File: config.mk
export PLATFORM = sky130hd
export DESIGN_NAME = header_delimited_command_framer_flat
export DESIGN_NICKNAME = d
export VERILOG_FILES = /design/src/sv/hdcf_pkg.sv /design/src/sv/hdcf_in_if.sv /design/src/sv/hdcf_out_if.sv /design/src/sv/header_delimited_command_framer.sv /design/src/sv/hdcf_queue.sv /design/src/sv/hdcf_front.sv /design/src/sv/hdcf_back.sv /design/src/flat_wrapper.sv
export VERILOG_INCLUDE_DIRS = /design/src /design/src/sv
export SDC_FILE = /design/constraint.sdc
export NUM_CORES = 1
export LEC_CHECK = 0
export BUFFER_PORTS_ARGS = -buffer_cell sky130_fd_sc_hd__buf_2
export CAP_MARGIN = 20
export CORE_MARGIN = 3
export CORE_UTILIZATION = 55
export CTS_BUF_LIST = sky130_fd_sc_hd__clkbuf_2 sky130_fd_sc_hd__clkbuf_4 sky130_fd_sc_hd__clkbuf_8
export CTS_CLUSTER_DIAMETER = 200
export DETAILED_ROUTE_END_ITERATION = 10
export GPL_TIMING_DRIVEN = 0
export PLACE_DENSITY = 0.81
export SLEW_MARGIN = 20
export SYNTH_ARGS = -nofsm -noshare
export SYNTH_HDL_FRONTEND = slang
export SYNTH_SLANG_ARGS = --single-unit
File: constraint.sdc
create_clock -name clk_i -period 3.1 [get_ports clk_i]
set_clock_uncertainty 0.05 [all_clocks]
set_input_delay 0.31 -clock clk_i [delete_from_list [all_inputs] [get_ports clk_i]]
set_output_delay 0.31 -clock clk_i [all_outputs]
set_load 0.02 [all_outputs]
File: src/sv/header_delimited_command_framer_assert.svh
// Assertion helpers for the command framer.
// Every assertion is clocked on the rising edge and is switched off while in reset.
`ifndef HEADER_DELIMITED_COMMAND_FRAMER_ASSERT_SVH
`define HEADER_DELIMITED_COMMAND_FRAMER_ASSERT_SVH

`ifndef SYNTHESIS
// prop must hold at every clock edge out of reset
`define HDCF_ASSERT(name, clk, rst_n, prop) \
  name: assert property (@(posedge clk) disable iff (!rst_n) prop) \
    else $error("hdcf assertion failed");
// cond must never be true out of reset
`define HDCF_NEVER(name, clk, rst_n, cond) \
  `HDCF_ASSERT(name, clk, rst_n, !(cond))
`else
`define HDCF_ASSERT(name, clk, rst_n, prop)
`define HDCF_NEVER(name, clk, rst_n, cond)
`endif

`endif

File: src/sv/hdcf_pkg.sv
package hdcf_pkg;

  // command buffer
  localparam int BUF_DEPTH = 20;
  localparam int IDX_W     = $clog2(BUF_DEPTH);

  // queue between the front and back parts
  localparam int QUEUE_DEPTH = 4;
  localparam int QPTR_W      = $clog2(QUEUE_DEPTH);
  localparam int QCNT_W      = QPTR_W + 1;

  // framing characters
  localparam logic [7:0] CH_O  = 8'h4F;
  localparam logic [7:0] CH_R  = 8'h52;
  localparam logic [7:0] CH_D  = 8'h44;
  localparam logic [7:0] CH_CR = 8'h0D;
  localparam logic [7:0] CH_LF = 8'h0A;

  // result kinds
  localparam logic KIND_ECHO = 1'b0;
  localparam logic KIND_CMD  = 1'b1;

  // one classified input word, passed from front to back
  typedef struct packed {
    logic [7:0]       data;   // received byte
    logic             store;  // byte goes into the command buffer
    logic [IDX_W-1:0] idx;    // buffer slot, also last slot of a completed command
    logic             done;   // command completes with this byte
  } hdcf_entry_t;

endpackage

File: src/sv/hdcf_in_if.sv
interface hdcf_in_if;
  import hdcf_pkg::*;

  logic       valid;
  logic       ready;
  logic [7:0] rx_byte;

  modport source (output valid, output rx_byte, input ready);
  modport sink   (input valid, input rx_byte, output ready);
endinterface

File: src/sv/hdcf_out_if.sv
interface hdcf_out_if;
  import hdcf_pkg::*;

  logic       valid;
  logic       ready;
  logic [7:0] out_byte;
  logic       out_kind;
  logic       out_last;

  modport source (output valid, output out_byte, output out_kind, output out_last,
                  input ready);
  modport sink   (input valid, input out_byte, input out_kind, input out_last,
                  output ready);
endinterface

File: src/sv/header_delimited_command_framer.sv
// Command framer for a received byte stream.
// rx_i carries one received byte per word (valid/ready); tx_o returns words of
// out_byte, out_kind (echo or command byte) and out_last.
// Every byte is echoed. After the header "ORD" the following bytes are
// buffered (up to BUF_DEPTH); a CR followed by a stored LF completes the
// command, and its buffered bytes follow the echo, one per cycle while
// tx_o.ready is high, with out_last on the final one. A full buffer is
// dropped silently. An accepted byte is written into the queue, then
// popped into the output register, where its echo becomes valid.
// Output: one word per cycle from the output register while tx_o.ready is
// high; a byte yields one echo word, or 1 + count words when it completes a
// count-byte command (at most 21). The front part classifies one byte per
// cycle into a four-entry queue while it has room; the back part drains it.
// Reset: framing state idle, queue and output empty; buffer contents are
// left as they are and are only read after being written.
// Receiver stall: the output word holds, the queue fills and rx_i.ready
// drops once four bytes are waiting.
module header_delimited_command_framer
  import hdcf_pkg::*;
(
  input  logic        clk_i,
  input  logic        rst_ni,
  hdcf_in_if.sink     rx_i,
  hdcf_out_if.source  tx_o
);

  logic        push_valid, push_ready;
  hdcf_entry_t push_entry;
  logic        pop_valid, pop_ready;
  hdcf_entry_t pop_entry;

  hdcf_front u_front (
    .clk_i        (clk_i),
    .rst_ni       (rst_ni),
    .rx_i         (rx_i),
    .push_valid_o (push_valid),
    .push_ready_i (push_ready),
    .push_entry_o (push_entry)
  );

  hdcf_queue u_queue (
    .clk_i        (clk_i),
    .rst_ni       (rst_ni),
    .push_valid_i (push_valid),
    .push_ready_o (push_ready),
    .push_entry_i (push_entry),
    .pop_valid_o  (pop_valid),
    .pop_ready_i  (pop_ready),
    .pop_entry_o  (pop_entry)
  );

  hdcf_back u_back (
    .clk_i       (clk_i),
    .rst_ni      (rst_ni),
    .pop_valid_i (pop_valid),
    .pop_ready_o (pop_ready),
    .pop_entry_i (pop_entry),
    .tx_o        (tx_o)
  );

endmodule

File: src/sv/hdcf_queue.sv
`include "header_delimited_command_framer_assert.svh"

module hdcf_queue
  import hdcf_pkg::*;
(
  input  logic        clk_i,
  input  logic        rst_ni,
  input  logic        push_valid_i,
  output logic        push_ready_o,
  input  hdcf_entry_t push_entry_i,
  output logic        pop_valid_o,
  input  logic        pop_ready_i,
  output hdcf_entry_t pop_entry_o
);

  hdcf_entry_t       store_q [QUEUE_DEPTH];
  logic [QPTR_W-1:0] wr_ptr_q, wr_ptr_d;
  logic [QPTR_W-1:0] rd_ptr_q, rd_ptr_d;
  logic [QCNT_W-1:0] cnt_q, cnt_d;
  logic              push, pop;

  assign push_ready_o = (cnt_q != QCNT_W'(QUEUE_DEPTH));
  assign pop_valid_o  = (cnt_q != '0);
  assign pop_entry_o  = store_q[rd_ptr_q];

  assign push = push_valid_i && push_ready_o;
  assign pop  = pop_valid_o && pop_ready_i;

  // pointers and fill level
  always_comb begin
    wr_ptr_d = push ? wr_ptr_q + QPTR_W'(1) : wr_ptr_q;
    rd_ptr_d = pop  ? rd_ptr_q + QPTR_W'(1) : rd_ptr_q;
    cnt_d    = cnt_q;
    if (push && !pop) begin
      cnt_d = cnt_q + QCNT_W'(1);
    end else if (pop && !push) begin
      cnt_d = cnt_q - QCNT_W'(1);
    end
  end

  always_ff @(posedge clk_i or negedge rst_ni) begin
    if (!rst_ni) begin
      wr_ptr_q <= '0;
      rd_ptr_q <= '0;
      cnt_q    <= '0;
    end else begin
      wr_ptr_q <= wr_ptr_d;
      rd_ptr_q <= rd_ptr_d;
      cnt_q    <= cnt_d;
    end
  end

  // entry storage
  always_ff @(posedge clk_i) begin
    if (push) begin
      store_q[wr_ptr_q] <= push_entry_i;
    end
  end

  `HDCF_NEVER(a_queue_overfill, clk_i, rst_ni, cnt_q > QCNT_W'(QUEUE_DEPTH))
  `HDCF_ASSERT(a_queue_ptr_gap, clk_i, rst_ni, (cnt_q == QCNT_W'(QUEUE_DEPTH)) || (cnt_q == '0) || (wr_ptr_q != rd_ptr_q))

endmodule

File: src/sv/hdcf_front.sv
`include "header_delimited_command_framer_assert.svh"

module hdcf_front
  import hdcf_pkg::*;
(
  input  logic         clk_i,
  input  logic         rst_ni,
  hdcf_in_if.sink      rx_i,
  output logic         push_valid_o,
  input  logic         push_ready_i,
  output hdcf_entry_t  push_entry_o
);

  localparam logic [1:0] HDR_IDLE    = 2'd0;
  localparam logic [1:0] HDR_SAW_O   = 2'd1;
  localparam logic [1:0] HDR_SAW_OR  = 2'd2;
  localparam logic [1:0] HDR_COLLECT = 2'd3;

  localparam logic [IDX_W-1:0] LAST_IDX = IDX_W'(BUF_DEPTH - 1);

  logic [1:0]       hdr_q, hdr_d, hdr_mid;
  logic             tail_q, tail_d;
  logic [IDX_W-1:0] wr_idx_q, wr_idx_d;
  logic [7:0]       b;
  logic             collect, done, ovf, clr, accept;

  assign b            = rx_i.rx_byte;
  assign rx_i.ready   = push_ready_i;
  assign push_valid_o = rx_i.valid;
  assign accept       = rx_i.valid && push_ready_i;

  // classify the word against the current framing state
  assign collect = (hdr_q == HDR_COLLECT);
  assign done    = collect && tail_q && (b == CH_LF);
  assign ovf     = collect && (wr_idx_q == LAST_IDX);
  assign clr     = done || ovf;

  assign push_entry_o.data  = b;
  assign push_entry_o.store = collect;
  assign push_entry_o.idx   = wr_idx_q;
  assign push_entry_o.done  = done;

  // next framing state
  always_comb begin
    // a stored byte other than CR always ends a pending tail, by completion or by clearing
    tail_d   = (b == CH_CR) || (tail_q && !collect);
    wr_idx_d = clr ? '0 : (collect ? wr_idx_q + IDX_W'(1) : wr_idx_q);
    hdr_mid  = clr ? HDR_IDLE : hdr_q;
    case (hdr_mid)
      HDR_SAW_OR:  hdr_d = (b == CH_D) ? HDR_COLLECT : HDR_IDLE;
      HDR_SAW_O:   hdr_d = (b == CH_R) ? HDR_SAW_OR : HDR_IDLE;
      HDR_COLLECT: hdr_d = HDR_COLLECT;
      default:     hdr_d = HDR_IDLE;
    endcase
    // the same byte may open a new header
    if ((b == CH_O) && (hdr_d == HDR_IDLE)) begin
      hdr_d = HDR_SAW_O;
    end
  end

  always_ff @(posedge clk_i or negedge rst_ni) begin
    if (!rst_ni) begin
      hdr_q    <= HDR_IDLE;
      tail_q   <= 1'b0;
      wr_idx_q <= '0;
    end else if (accept) begin
      hdr_q    <= hdr_d;
      tail_q   <= tail_d;
      wr_idx_q <= wr_idx_d;
    end
  end

  `HDCF_NEVER(a_idx_in_range, clk_i, rst_ni, wr_idx_q > LAST_IDX)
  `HDCF_ASSERT(a_idx_zero_outside, clk_i, rst_ni, (hdr_q != HDR_COLLECT) |-> (wr_idx_q == '0))

endmodule

File: src/sv/hdcf_back.sv
`include "header_delimited_command_framer_assert.svh"

module hdcf_back
  import hdcf_pkg::*;
(
  input  logic         clk_i,
  input  logic         rst_ni,
  input  logic         pop_valid_i,
  output logic         pop_ready_o,
  input  hdcf_entry_t  pop_entry_i,
  hdcf_out_if.source   tx_o
);

  localparam logic S_ECHO  = 1'b0;
  localparam logic S_DRAIN = 1'b1;

  logic             state_q, state_d;
  logic [IDX_W-1:0] rd_idx_q, rd_idx_d;
  logic [IDX_W-1:0] last_q, last_d;
  logic             out_valid_q, out_valid_d;
  logic [7:0]       out_byte_q;
  logic             out_kind_q, out_last_q;
  logic [7:0]       cmd_mem [BUF_DEPTH];
  logic             out_free, pop, drain_step, drain_end;

  assign tx_o.valid    = out_valid_q;
  assign tx_o.out_byte = out_byte_q;
  assign tx_o.out_kind = out_kind_q;
  assign tx_o.out_last = out_last_q;

  // output register is free when empty or being taken
  assign out_free    = !out_valid_q || tx_o.ready;
  assign pop         = (state_q == S_ECHO) && pop_valid_i && out_free;
  assign pop_ready_o = (state_q == S_ECHO) && out_free;
  assign drain_step  = (state_q == S_DRAIN) && out_free;
  assign drain_end   = (rd_idx_q == last_q);

  // sequencer: echo, then drain the command on completion
  always_comb begin
    state_d     = state_q;
    rd_idx_d    = rd_idx_q;
    last_d      = last_q;
    out_valid_d = out_valid_q;
    if (pop || drain_step) begin
      out_valid_d = 1'b1;
    end else if (tx_o.ready) begin
      out_valid_d = 1'b0;
    end
    if (pop && pop_entry_i.done) begin
      state_d  = S_DRAIN;
      rd_idx_d = '0;
      last_d   = pop_entry_i.idx;
    end
    if (drain_step) begin
      rd_idx_d = rd_idx_q + IDX_W'(1);
      if (drain_end) begin
        state_d  = S_ECHO;
        rd_idx_d = '0;
      end
    end
  end

  always_ff @(posedge clk_i or negedge rst_ni) begin
    if (!rst_ni) begin
      state_q     <= S_ECHO;
      rd_idx_q    <= '0;
      last_q      <= '0;
      out_valid_q <= 1'b0;
    end else begin
      state_q     <= state_d;
      rd_idx_q    <= rd_idx_d;
      last_q      <= last_d;
      out_valid_q <= out_valid_d;
    end
  end

  // command buffer write and output word load (registered read)
  always_ff @(posedge clk_i) begin
    if (pop) begin
      if (pop_entry_i.store) begin
        cmd_mem[pop_entry_i.idx] <= pop_entry_i.data;
      end
      out_byte_q <= pop_entry_i.data;
      out_kind_q <= KIND_ECHO;
      out_last_q <= !pop_entry_i.done;
    end else if (drain_step) begin
      out_byte_q <= cmd_mem[rd_idx_q];
      out_kind_q <= KIND_CMD;
      out_last_q <= drain_end;
    end
  end

  `HDCF_ASSERT(a_drain_has_word, clk_i, rst_ni, (state_q == S_DRAIN) |-> out_valid_q)
  `HDCF_NEVER(a_drain_in_range, clk_i, rst_ni, (state_q == S_DRAIN) && (rd_idx_q > last_q))

endmodule
File: src/flat_wrapper.sv
// flat-port wrapper written by rule: the top's interface ports become plain ports
module header_delimited_command_framer_flat import hdcf_pkg::*;
  (clk_i, rst_ni, rx_i_valid, rx_i_rx_byte, rx_i_ready, tx_o_valid, tx_o_out_byte, tx_o_out_kind, tx_o_out_last, tx_o_ready);
  hdcf_in_if rx_i_i ();
  hdcf_out_if tx_o_i ();
  input  logic clk_i;
  input  logic rst_ni;
  input wire logic [$bits(rx_i_i.valid)-1:0] rx_i_valid;
  input wire logic [$bits(rx_i_i.rx_byte)-1:0] rx_i_rx_byte;
  output wire logic [$bits(rx_i_i.ready)-1:0] rx_i_ready;
  output wire logic [$bits(tx_o_i.valid)-1:0] tx_o_valid;
  output wire logic [$bits(tx_o_i.out_byte)-1:0] tx_o_out_byte;
  output wire logic [$bits(tx_o_i.out_kind)-1:0] tx_o_out_kind;
  output wire logic [$bits(tx_o_i.out_last)-1:0] tx_o_out_last;
  input wire logic [$bits(tx_o_i.ready)-1:0] tx_o_ready;
  assign rx_i_i.valid = rx_i_valid;
  assign rx_i_i.rx_byte = rx_i_rx_byte;
  assign rx_i_ready = rx_i_i.ready;
  assign tx_o_valid = tx_o_i.valid;
  assign tx_o_out_byte = tx_o_i.out_byte;
  assign tx_o_out_kind = tx_o_i.out_kind;
  assign tx_o_out_last = tx_o_i.out_last;
  assign tx_o_i.ready = tx_o_ready;
  header_delimited_command_framer u_core (.clk_i(clk_i), .rst_ni(rst_ni), .rx_i(rx_i_i), .tx_o(tx_o_i));
endmodule
==> flow_metrics.tcl, run 1 <==
set metrics [dict create \
    status "completed" \
    crit_path_max_incr_delay_ns 0.45 \
    proportion_of_synthesized_chip_area_in_sequential_cells 0.730 \
    end_kind "register" \
    grt_first_pass_wirelength_mm 32.1 \
    post_synth_num_cell_types 57 \
    period_share 0.908 \
    net-switching-power_w 0.00356 \
    critical_path.endpoint "u_core.u_queue.cnt_q[2]$_DFFE_PN0P_" \
    reg2reg_slack_ns 0.29 \
    groute.layer.met1.usage 0.266 \
    hold_buffers 6 \
    grt_use_met2 0.357 \
    combinationalPowerShare 0.303 \
    clock-root-buffer "sky130_fd_sc_hd__clkbuf_8" \
    synthMuxAreaShare 0.119 \
    routabilityCongestion 0.882 \
    startpoint "u_core.u_queue.cnt_q[0]$_DFFE_PN0P_" \
    clock_sink_count 257 \
    intPower_w 0.00743 \
    clkTransAtPathRegs_ns 0.06 \
    die_height_um 143 \
    max-cap-violations 0 \
    drive_gt1_frac 0.201 \
    ys_async_sr_fraction 0.105 \
    slowest_stage "sky130_fd_sc_hd__or3_1" \
    worst_hold_path_type "primary input to register" \
    clock_latency_ns 0.53 \
    yosys_warnings 0 \
    postSynthRegisterBits 257 \
    total_leakage_power_nw 4.02 \
    number_of_synthesized_flops_with_an_enable_pin 229 \
    avgRoutedWirePerCell_um 22.0 \
    route.antenna.remaining_nets 0 \
    mostFrequentLayoutCell "sky130_fd_sc_hd__edfxtp_1" \
    diodes 0 \
    critPathKind "register to register" \
    rsz0062_at_grt "no" \
    cp_data_required_time_ns 3.50 \
    postSynth.topFlopCell "sky130_fd_sc_hd__edfxtp_1" \
    syn_inst 608 \
    cp-start-kind "register" \
    htree_levels 2 \
    synthAdderAreaFrac 0.0104 \
    tritoncts "built" \
    synth_compound_gate_area_share 0.0568 \
    chipWidth_um 143 \
    antenna_found_initial 0 \
    synth_top_family_by_area "multiplexers" \
    achievable-frequency_mhz 355 \
    die_area_um2 20600 \
    setup-tns-final_ns 0 \
    io_buffer_count 23 \
    worst_slew_pin_slew_ns 0.815 \
    clock_group_share_of_total_power 0.257 \
    core_region_area_um2 18300 \
    synth_xor_xnor_area_share 0.0101 \
    post-route-drc-count 0 \
    route.final.wire_length_mm 20.6 \
    reg2reg_to "u_core.u_queue.cnt_q[2]$_DFFE_PN0P_" \
    timing.final.max_slew_violations 0 \
    cp_cell_sequence "or3_1 > and3_1 > inv_1 > buf_2 > ha_1 > inv_1 > fa_1 > xor2_1 > nor2_1 > xor2_1" \
    finalSetupViolCount 0 \
    via_count 5742 \
    crit_fanout 10 \
    cts_post_setup_buffers_inserted 0 \
    detailed_place_hpwl_mm 13.6 \
    cts-buffers-inserted 41 \
    finalNetCount 700 \
    post_synthesis_share_of_cell_area_spent_on_and_or_nand_and_nor_gates 0.0534 \
    globalRoute.busiestLayer "met2" \
    count_of_tritonroute_iterations_in_the_first_routing_pass 7 \
    global_route.overflow_total 0 \
    synthToLayoutAreaGrowth_pct 12.2 \
    vias_per_cell 6.11 \
    first_global_vias 5940 \
    num_rows 49 \
    post-route-worst-setup-slack_ns 0.286 \
    min_period_ns 2.81 \
    vdd_drop_max_uv 598 \
    pin_count_of_the_biggest_net_entering_global_routing 28 \
    worstPathArrival_ns 3.21 \
    cts_max_path_buffers 3 \
    average_size_of_a_mapped_cell_um2 17.1 \
    postSynthNetCount 628 \
    share_seq_of_total_power 0.440 \
    ctsResizeCount 0 \
    globalRouteTotalUtil 0.206 \
    final-hold-violation-count 0 \
    power_switching_share 0.324 \
    effective_utilization_at_floorplan 0.568 \
    hold_path_depth 1 \
    reg2reg_from "u_core.u_queue.cnt_q[0]$_DFFE_PN0P_" \
    max_slew_margin 0.455 \
    drt-initial-drc-count 477 \
    num_io_pins 24 \
    mostFrequentLayoutCells "sky130_fd_sc_hd__edfxtp_1 (229), sky130_fd_sc_hd__mux2i_1 (64), sky130_fd_sc_hd__clkbuf_8 (43), sky130_fd_sc_hd__buf_2 (34), sky130_fd_sc_hd__o22ai_1 (32)" \
    worst_r2r_path_depth 10 \
    syn-cell-area_um2 10400 \
    globalRouteMet3Util 0.0413 \
    worst_case_setup_slack_after_placement_ns 0.285 \
    powerDensity_nw_per_um2 943 \
]
-- stage by stage --
step            util  instance area, µm²  hold slack, ns  power, W  cells
2_1_floorplan      -               10400         -0.0356   0.00719    608
3_3_place_gp   0.590               10800           0.301   0.00804    860
3_5_place_dp   0.590               10800           0.320   0.00822    860
4_1_cts        0.638               11600          0.0120    0.0110    940
5_1_grt        0.638               11600          0.0322    0.0115    940
6_report       0.638               11600          0.0350    0.0110    940
-- power groups by stage --
stage                     sequential, W  combinational, W  clock (W)
after detailed placement        0.00491           0.00331          0
after CTS                       0.00484           0.00333    0.00286
after global routing            0.00487           0.00361    0.00302
final                           0.00484           0.00333    0.00282
after global placement          0.00488           0.00316          0
after floorplan                 0.00494           0.00225          0
-- worst min-delay path by stage --
stage | slack (ns) | end | startpoint
final | 0.03 | u_core.u_queue.store_q[1][8]$_DFFE_PP_ | rx_i_rx_byte[1]
after global routing | 0.03 | u_core.u_queue.store_q[1][8]$_DFFE_PP_ | rx_i_rx_byte[1]
after CTS | 0.01 | u_core.u_queue.store_q[1][8]$_DFFE_PP_ | rx_i_rx_byte[1]
after detailed placement | 0.32 | u_core.u_front.tail_q$_DFFE_PN0P_ | rst_ni
after global placement | 0.30 | u_core.u_front.hdr_q[0]$_DFFE_PN0P_ | rst_ni
after floorplan | -0.04 | u_core.u_back.last_q[0]$_DFFE_PN0P_ | rst_ni
-- cell usage after synthesis, types with 6 or more instances --
| cell type | count | area, µm² |
|---|---|---|
| sky130_fd_sc_hd__inv_1 | 14 | 52.6 |
| sky130_fd_sc_hd__edfxtp_1 | 229 | 6880 |
| sky130_fd_sc_hd__xnor2_1 | 10 | 87.6 |
| sky130_fd_sc_hd__nand2b_1 | 8 | 50.1 |
| sky130_fd_sc_hd__dfrtp_1 | 27 | 676 |
| sky130_fd_sc_hd__nor2_1 | 30 | 113 |
| sky130_fd_sc_hd__o21ai_0 | 17 | 85.1 |
| sky130_fd_sc_hd__mux2i_1 | 64 | 641 |
| sky130_fd_sc_hd__ha_1 | 7 | 87.6 |
| sky130_fd_sc_hd__o41ai_1 | 9 | 78.8 |
| sky130_fd_sc_hd__buf_4 | 6 | 45.0 |
| sky130_fd_sc_hd__nand3_1 | 12 | 60.1 |
| sky130_fd_sc_hd__mux4_2 | 21 | 473 |
| sky130_fd_sc_hd__buf_2 | 11 | 55.1 |
| sky130_fd_sc_hd__mux2_2 | 6 | 67.6 |
| sky130_fd_sc_hd__clkbuf_1 | 10 | 37.5 |
| sky130_fd_sc_hd__nand2_1 | 23 | 86.3 |
| sky130_fd_sc_hd__o22ai_1 | 32 | 200 |
-- final cells by class --
class	count	area [µm²]
Sequential cell	257	7570
Fill cell	1269	6620
Multi-Input combinational cell	307	2590
Clock buffer	59	712
Tap cell	229	287
Timing Repair Buffer	29	175
Buffer	29	160
Clock inverter	15	96.3
Inverter	15	56.3
-- layer usage --
| layer | up-vias | routed length, µm |
|---|---|---|
| li1 | 2557 | - |
| met5 | - | 0 |
| met2 | 255 | 10600 |
| met4 | 0 | 461 |
| met3 | 48 | 1420 |
| met1 | 2882 | 8190 |
-- worst max-delay path: cells and delay by family, from the launching register on --
family	cells	cell delay, ns
xor gates and xnor gates	2	0.30
DFF	1	0.43
buffers and inverters	3	0.51
adders and majority gates	2	0.67
and+or+nand+nor	3	0.78
-- state kept, by name, indices dropped and copies added, names as in the netlist --
register	cells
u_core.u_back.cmd_mem	160
u_core.u_back.last_q	5
u_core.u_back.rd_idx_q	5
u_core.u_back.state_q	1
u_core.u_back.tx_o.out_byte	8
u_core.u_back.tx_o.out_kind	1
u_core.u_back.tx_o.out_last	1
u_core.u_back.tx_o.valid	1
u_core.u_front.hdr_q	2
u_core.u_front.tail_q	1
u_core.u_front.wr_idx_q	5
u_core.u_queue.cnt_q	3
u_core.u_queue.rd_ptr_q	2
u_core.u_queue.store_q	60
u_core.u_queue.wr_ptr_q	2
-- logic make-up after synthesis --
logic type	after synthesis
AO/OA/AOI/OAI	88
XOR/XNOR	12
adder cells (fa/ha/maj)	8
buffers and inverters	44
flip-flops	257
multiplexers	93
AND/OR/NAND/NOR	106
Power figures use the tool's default switching activity.
==> run 2, diff against run 1 <==
- ABC_AREA: not set -> 1
==> flow_metrics.tcl, run 2 <==
set metrics [dict create \
    reg2reg_slack_ns 0.54 \
    die_height_um 149 \
    clock_sink_count 257 \
    core_region_area_um2 19700 \
    io_buffer_count 23 \
    drt-initial-drc-count 630 \
    synthToLayoutAreaGrowth_pct 14.1 \
    max-cap-violations 0 \
    timing.final.max_slew_violations 0 \
    globalRouteTotalUtil 0.228 \
    min-delay-start "tx_o_ready" \
    cell_type_with_the_largest_total_area_after_synthesis "sky130_fd_sc_hd__edfxtp_1" \
    post_synth_num_cell_types 34 \
    num_rows 51 \
    mostFrequentLayoutCell "sky130_fd_sc_hd__edfxtp_1" \
    worst_r2r_path_depth 10 \
    proportion_of_synthesized_chip_area_in_sequential_cells 0.677 \
    total_leakage_power_nw 5.17 \
    postSynthNetCount 1044 \
    worstPathArrival_ns 2.92 \
    route.antenna.remaining_nets 0 \
    detailed_place_hpwl_mm 16.8 \
    postSynthRegisterBits 257 \
    grt_first_pass_wirelength_mm 38.6 \
    rsz0062_at_grt "no" \
    antenna_found_initial 0 \
    syn-cell-area_um2 11200 \
    synth_area_leaders "sky130_fd_sc_hd__edfxtp_1 (61%), sky130_fd_sc_hd__nand2_1 (6.7%), sky130_fd_sc_hd__nand3_1 (6.1%)" \
    max_slew_margin 0.435 \
    post-route-worst-setup-slack_ns 0.540 \
    post-synth-top-area-fraction 0.615 \
    clock-root-buffer "sky130_fd_sc_hd__clkbuf_8" \
    cts_max_path_buffers 3 \
    achievable-frequency_mhz 391 \
    first_global_vias 7265 \
    tritoncts "built" \
    average_size_of_a_mapped_cell_um2 10.9 \
    num_io_pins 24 \
    end_kind "register" \
    cp_data_required_time_ns 3.46 \
    ys_async_sr_fraction 0.105 \
    clock_latency_ns 0.54 \
    htree_levels 2 \
    yosys_warnings 0 \
    top_cell_types_by_occurrence_after_synthesis "sky130_fd_sc_hd__edfxtp_1 (229), sky130_fd_sc_hd__nand2_1 (199), sky130_fd_sc_hd__nand3_1 (137), sky130_fd_sc_hd__inv_1 (133), sky130_fd_sc_hd__nor2_1 (92)" \
    final-hold-violation-count 0 \
    reg2reg_from "u_core.u_queue.cnt_q[0]$_DFFE_PN0P_" \
    reg2reg_to "u_core.u_queue.cnt_q[2]$_DFFE_PN0P_" \
    min_period_ns 2.56 \
    powerDensity_nw_per_um2 1000 \
    finalSetupViolCount 0 \
    route.final.wire_length_mm 24.6 \
    worst_hold_path_type "primary input to register" \
    number_of_synthesized_flops_with_an_enable_pin 229 \
    global_route.overflow_total 0 \
    drive_gt1_frac 0.168 \
    period_share 0.826 \
    worst_case_setup_slack_after_placement_ns 0.585 \
    vdd_drop_max_uv 515 \
    most_common_cell_in_the_netlist "sky130_fd_sc_hd__edfxtp_1" \
    postSynth.topFlopCell "sky130_fd_sc_hd__edfxtp_1" \
    diodes 0 \
    cp-start-kind "register" \
    ctsResizeCount 0 \
    chipWidth_um 149 \
    max_flop_register "u_core.u_back.cmd_mem" \
    vias_per_cell 5.35 \
    post-route-drc-count 0 \
    status "completed" \
    count_of_tritonroute_iterations_in_the_first_routing_pass 5 \
    clkTransAtPathRegs_ns 0.06 \
    via_count 7495 \
    holdPathEnd "u_core.u_back.tx_o.valid$_DFFE_PN0P_" \
    flip_flop_count_of_the_largest_register_all_copies_and_words_added 160 \
    pin_count_of_the_biggest_net_entering_global_routing 28 \
    cts-buffers-inserted 41 \
    effective_utilization_at_floorplan 0.567 \
    die_area_um2 22100 \
    critPathKind "register to register" \
    mostFrequentLayoutCells "sky130_fd_sc_hd__edfxtp_1 (229), sky130_fd_sc_hd__nand2_1 (199), sky130_fd_sc_hd__nand3_1 (137), sky130_fd_sc_hd__inv_1 (133), sky130_fd_sc_hd__nor2_1 (88)" \
    hold_path_depth 4 \
    worst_slew_pin_slew_ns 0.847 \
    syn_inst 1024 \
    finalNetCount 1126 \
    fin_worst_hold_slack_ns 0.0285 \
    crit_fanout 10 \
    routabilityCongestion 0.930 \
    avgRoutedWirePerCell_um 17.6 \
    cts_post_setup_buffers_inserted 0 \
]
[run 2: changes by cell type in the layout (fill, tap and decap cells not counted), sizes merged, moves of 25 or more]
cell   before  now
nand2      23  208
inv        16  138
nand3      12  143
o21ai      19   72
buf        42   67
mux2i      64    0
nor2       30   95
[run 2: logic make-up after synthesis]
| family | share of synthesized area |
|---|---|
| adders and majority gates | 0.00962 |
| buffers and inverters | 0.0730 |
| DFF | 0.677 |
| and+or+nand+nor | 0.190 |
| AOI/OAI and AO/OA | 0.0399 |
| xor gates and xnor gates | 0.0110 |
[run 2: how the worst max path moves through the flow]
| stage | start | end |
|---|---|---|
| after global placement | u_core.u_queue.rd_ptr_q[0]$_DFFE_PN0P_ | u_core.u_back.cmd_mem[16][4]$_DFFE_PP_ |
| after CTS | u_core.u_queue.cnt_q[0]$_DFFE_PN0P_ | u_core.u_queue.cnt_q[2]$_DFFE_PN0P_ |
| final | u_core.u_queue.cnt_q[0]$_DFFE_PN0P_ | u_core.u_queue.cnt_q[2]$_DFFE_PN0P_ |
| after global routing | u_core.u_queue.cnt_q[0]$_DFFE_PN0P_ | u_core.u_queue.cnt_q[2]$_DFFE_PN0P_ |
| after floorplan | u_core.u_back.tx_o.valid$_DFFE_PN0P_ | u_core.u_queue.cnt_q[2]$_DFFE_PN0P_ |
| after detailed placement | u_core.u_queue.cnt_q[0]$_DFFE_PN0P_ | u_core.u_queue.cnt_q[2]$_DFFE_PN0P_ |
[run 2: worst max-delay path: stages (launching register included)]
cell and delay (ns):
sky130_fd_sc_hd__dfrtp_1 0.43, sky130_fd_sc_hd__inv_1 0.10, sky130_fd_sc_hd__nand3_1 0.08, sky130_fd_sc_hd__nand3_1 0.22, sky130_fd_sc_hd__clkbuf_1 0.41, sky130_fd_sc_hd__ha_1 0.22, sky130_fd_sc_hd__inv_1 0.08, sky130_fd_sc_hd__fa_1 0.44
sky130_fd_sc_hd__a21oi_1 0.15, sky130_fd_sc_hd__o21ai_0 0.12, sky130_fd_sc_hd__xor2_1 0.16
[run 2: where the power goes]
group,internal (W),switching [W]
registers,0.00483,0.000207
logic,0.00142,0.00326
clock network,0.00180,0.00126
[run 2: layout make-up]
class	count	area, µm²
repair buffers	39	300
plain buffers	44	294
inverters	139	523
well taps	265	332
clock inverters	12	129
fillers	1434	6960
clock buffers	61	752
multi-input cells	584	2860
flip-flops and latches	257	7570
[run 2: metrics by stage]
| stage | instances | area, µm² | setup TNS, ns | utilization | power (W) |
|---|---|---|---|---|---|
| after floorplan | 1024 | 11200 | 0 | - | 0.00797 |
| final | 1401 | 12800 | 0 | 0.647 | 0.0128 |
| after detailed placement | 1320 | 11800 | 0 | 0.598 | 0.00970 |
| after global routing | 1401 | 12800 | 0 | 0.647 | 0.0135 |
| after global placement | 1312 | 11600 | -0.0437 | 0.590 | 0.00932 |
| after CTS | 1401 | 12800 | 0 | 0.647 | 0.0128 |
[run 2: what timing repair did]
action | in CTS | in global routing
setup endpoints to repair | 0 | 0
endpoints found under the hold margin | 53 | 0
hold buffers | 8 | 0
[run 2: per-layer routing]
metal,part of all wire,vias up,GRT usage
li1,-,3589,-
met1,0.40,3466,0.302
met2,0.47,375,0.371
met3,0.088,65,0.0466
met4,0.036,0,0.0998
met5,0,-,0
==> run 3, diff against run 2 <==
- PLACE_DENSITY: 0.81 -> 0.84
- clock period: 3.1 -> 2.21 ns (I/O delays scaled with it)
==> flow_metrics.tcl, run 3 (same netlist as run 2, synthesis figures left out) <==
set metrics [dict create \
    antenna_found_initial 0 \
    worst_slew_pin_slew_ns 0.889 \
    slowest_stage "sky130_fd_sc_hd__dfrtp_1" \
    htree_levels 2 \
    post-place-cells 1320 \
    mostFrequentLayoutCells "sky130_fd_sc_hd__edfxtp_1 (229), sky130_fd_sc_hd__nand2_1 (199), sky130_fd_sc_hd__nand3_1 (134), sky130_fd_sc_hd__inv_1 (130), sky130_fd_sc_hd__nor2_1 (68)" \
    max_slew_margin 0.407 \
    post-route-drc-count 0 \
    num_rows 51 \
    min_period_ns 2.22 \
    reg2reg_from "u_core.u_queue.rd_ptr_q[0]$_DFFE_PN0P_" \
    reg2reg_slack_ns -0.01 \
    fillers 1402 \
    clock-root-buffer "sky130_fd_sc_hd__clkbuf_8" \
    crit_family "simple AND/OR/NAND/NOR gates" \
    finalSetupViolCount 3 \
    drt-initial-drc-count 841 \
    groute.layer.met1.usage 0.314 \
    finalNetCount 1132 \
    vdd_drop_max_uv 970 \
    globalRouteTotalUtil 0.241 \
    total_leakage_power_nw 5.18 \
    clkTransAtPathRegs_ns 0.06 \
    count_of_tritonroute_iterations_in_the_first_routing_pass 6 \
    fin_worst_hold_slack_ns 0.0300 \
    flip_flop_count_of_the_largest_register_all_copies_and_words_added 160 \
    max-cap-violations 0 \
    max_flop_register "u_core.u_back.cmd_mem" \
    grt_use_met2 0.398 \
    timing.final.max_slew_violations 0 \
    end_kind "register" \
    instances_no_fill 1403 \
    achievable-frequency_mhz 450 \
    worst_hold_path_type "primary input to register" \
    globalRouteMet3Util 0.0427 \
    clock_latency_ns 0.55 \
    via_count 7737 \
    holdPathEnd "u_core.u_queue.wr_ptr_q[0]$_DFFE_PN0P_" \
    cts_max_path_buffers 3 \
    cp-start-kind "register" \
    postLayoutCoreUtil 0.657 \
    crit_path_max_incr_delay_ns 0.46 \
    pin_count_of_the_biggest_net_entering_global_routing 28 \
    clock_sink_count 257 \
    route.antenna.remaining_nets 0 \
    powerDensity_nw_per_um2 1410 \
    rsz0062_at_grt "yes" \
    vias_per_cell 5.51 \
    critical_path_buf_inv_count 3 \
    synthToLayoutAreaGrowth_pct 15.8 \
    critPathKind "register to register" \
    avgRoutedWirePerCell_um 19.0 \
    diodes 0 \
    drive_gt1_frac 0.196 \
    final-hold-violation-count 0 \
    hold_path_depth 3 \
    reg2reg_to "u_core.u_back.cmd_mem[14][3]$_DFFE_PP_" \
    status "finished, violations left" \
    min-delay-start "rx_i_valid" \
    num_io_pins 24 \
    detailed_place_hpwl_mm 17.8 \
    chipWidth_um 149 \
    grt_first_pass_wirelength_mm 41.1 \
    cp_cell_sequence "inv_2 > buf_6 > nor2_1 > nor2_1 > o21ai_1 > nand2_2 > inv_2 > nand2_2 > nor2_2" \
    globalRoute.busiestLayer "met2" \
    worst_r2r_path_depth 9 \
    cp_data_required_time_ns 2.34 \
    first_global_vias 7757 \
    post-route-worst-setup-slack_ns -0.0107 \
    global_route.overflow_total 0 \
    io_buffer_count 23 \
    cts-buffers-inserted 41 \
    period_share 1.00 \
    mostFrequentLayoutCell "sky130_fd_sc_hd__edfxtp_1" \
    routabilityCongestion 0.954 \
    worstPathArrival_ns 2.36 \
    placed_area_um2 11800 \
    effective_utilization_at_floorplan 0.567 \
    tritoncts "built" \
    crit_fanout 10 \
    multi_input_comb_area_um2 3040 \
    route.final.wire_length_mm 26.6 \
    die_area_um2 22100 \
    die_height_um 149 \
    post-route-cell-area_um2 13000 \
    core_region_area_um2 19700 \
    area.sequential_um2 7570 \
    violations "setup timing" \
]
## run 3: cell count changes in the layout (fill, tap and decap cells not counted), sizes merged
cell         previous run  this run
clkinv                  9         5
dlygate4sd3             8        10
clkbuf                 69        66
clkinvlp                1         3
buf                    67        72
## run 3: report_power, final
part           total, W  leakage (nW)  switching [W]  internal (W)
Clock           0.00419         0.436        0.00181       0.00238
Combinational   0.00698          2.33        0.00489       0.00209
Sequential      0.00708          2.42       0.000305       0.00677
## run 3: worst max path at each step
stage	startpoint	endpoint	slack, ns	cells past startpoint
2_1_floorplan	u_core.u_back.tx_o.valid$_DFFE_PN0P_	u_core.u_queue.cnt_q[2]$_DFFE_PN0P_	0.05	9
3_3_place_gp	u_core.u_queue.rd_ptr_q[0]$_DFFE_PN0P_	u_core.u_back.cmd_mem[1][5]$_DFFE_PP_	-0.82	5
3_5_place_dp	u_core.u_queue.cnt_q[1]$_DFFE_PN0P_	u_core.u_queue.cnt_q[2]$_DFFE_PN0P_	-0.32	10
4_1_cts	u_core.u_queue.rd_ptr_q[1]$_DFFE_PN0P_	u_core.u_back.cmd_mem[3][6]$_DFFE_PP_	-0.16	7
5_1_grt	u_core.u_queue.rd_ptr_q[0]$_DFFE_PN0P_	u_core.u_back.cmd_mem[14][3]$_DFFE_PP_	-0.14	8
6_report	u_core.u_queue.rd_ptr_q[0]$_DFFE_PN0P_	u_core.u_back.cmd_mem[14][3]$_DFFE_PP_	-0.01	9
## run 3: tightest hold or removal path: cells and delay by family
kind / cells / cell delay [ns]
xor gates and xnor gates: 1 / 0.09
and+or+nand+nor: 1 / 0.15
buffers and inverters: 1 / 0.11
## run 3: timing repair
item | in CTS | in global routing
resized for setup | 35 | 18
setup endpoints to repair | 163 | 173
hold endpoints to repair | 60 | 0
hold buffers | 10 | 0
pin swaps | 0 | 4
buffers inserted | 0 | 4
## run 3: per-stage QoR
step	setup WS (ns)	TNS (ns)	total power, W
floorplan	0.0528	0	0.0112
global placement	-0.824	-141.76	0.0131
detailed placement	-0.317	-27.56	0.0136
CTS	-0.157	-2.12	0.0180
global route	-0.139	-8.26	0.0191
finish	-0.0107	-0.0317	0.0182
## run 3: area by class of cell
type                       instances  area share
clock inverter                    10      0.0101
tap                              265      0.0256
timing repair buffer              45      0.0265
buffer                            44      0.0236
clock buffer                      59      0.0540
inverter                         139      0.0407
sequential                       257       0.585
multi-input combinational        584       0.235
## run 3: per-layer routing
| layer | wire length (µm) | vias up |
|---|---|---|
| met5 | 0 | - |
| met1 | 10300 | 3723 |
| met2 | 13100 | 355 |
| met4 | 958 | 0 |
| li1 | - | 3590 |
| met3 | 2210 | 69 |
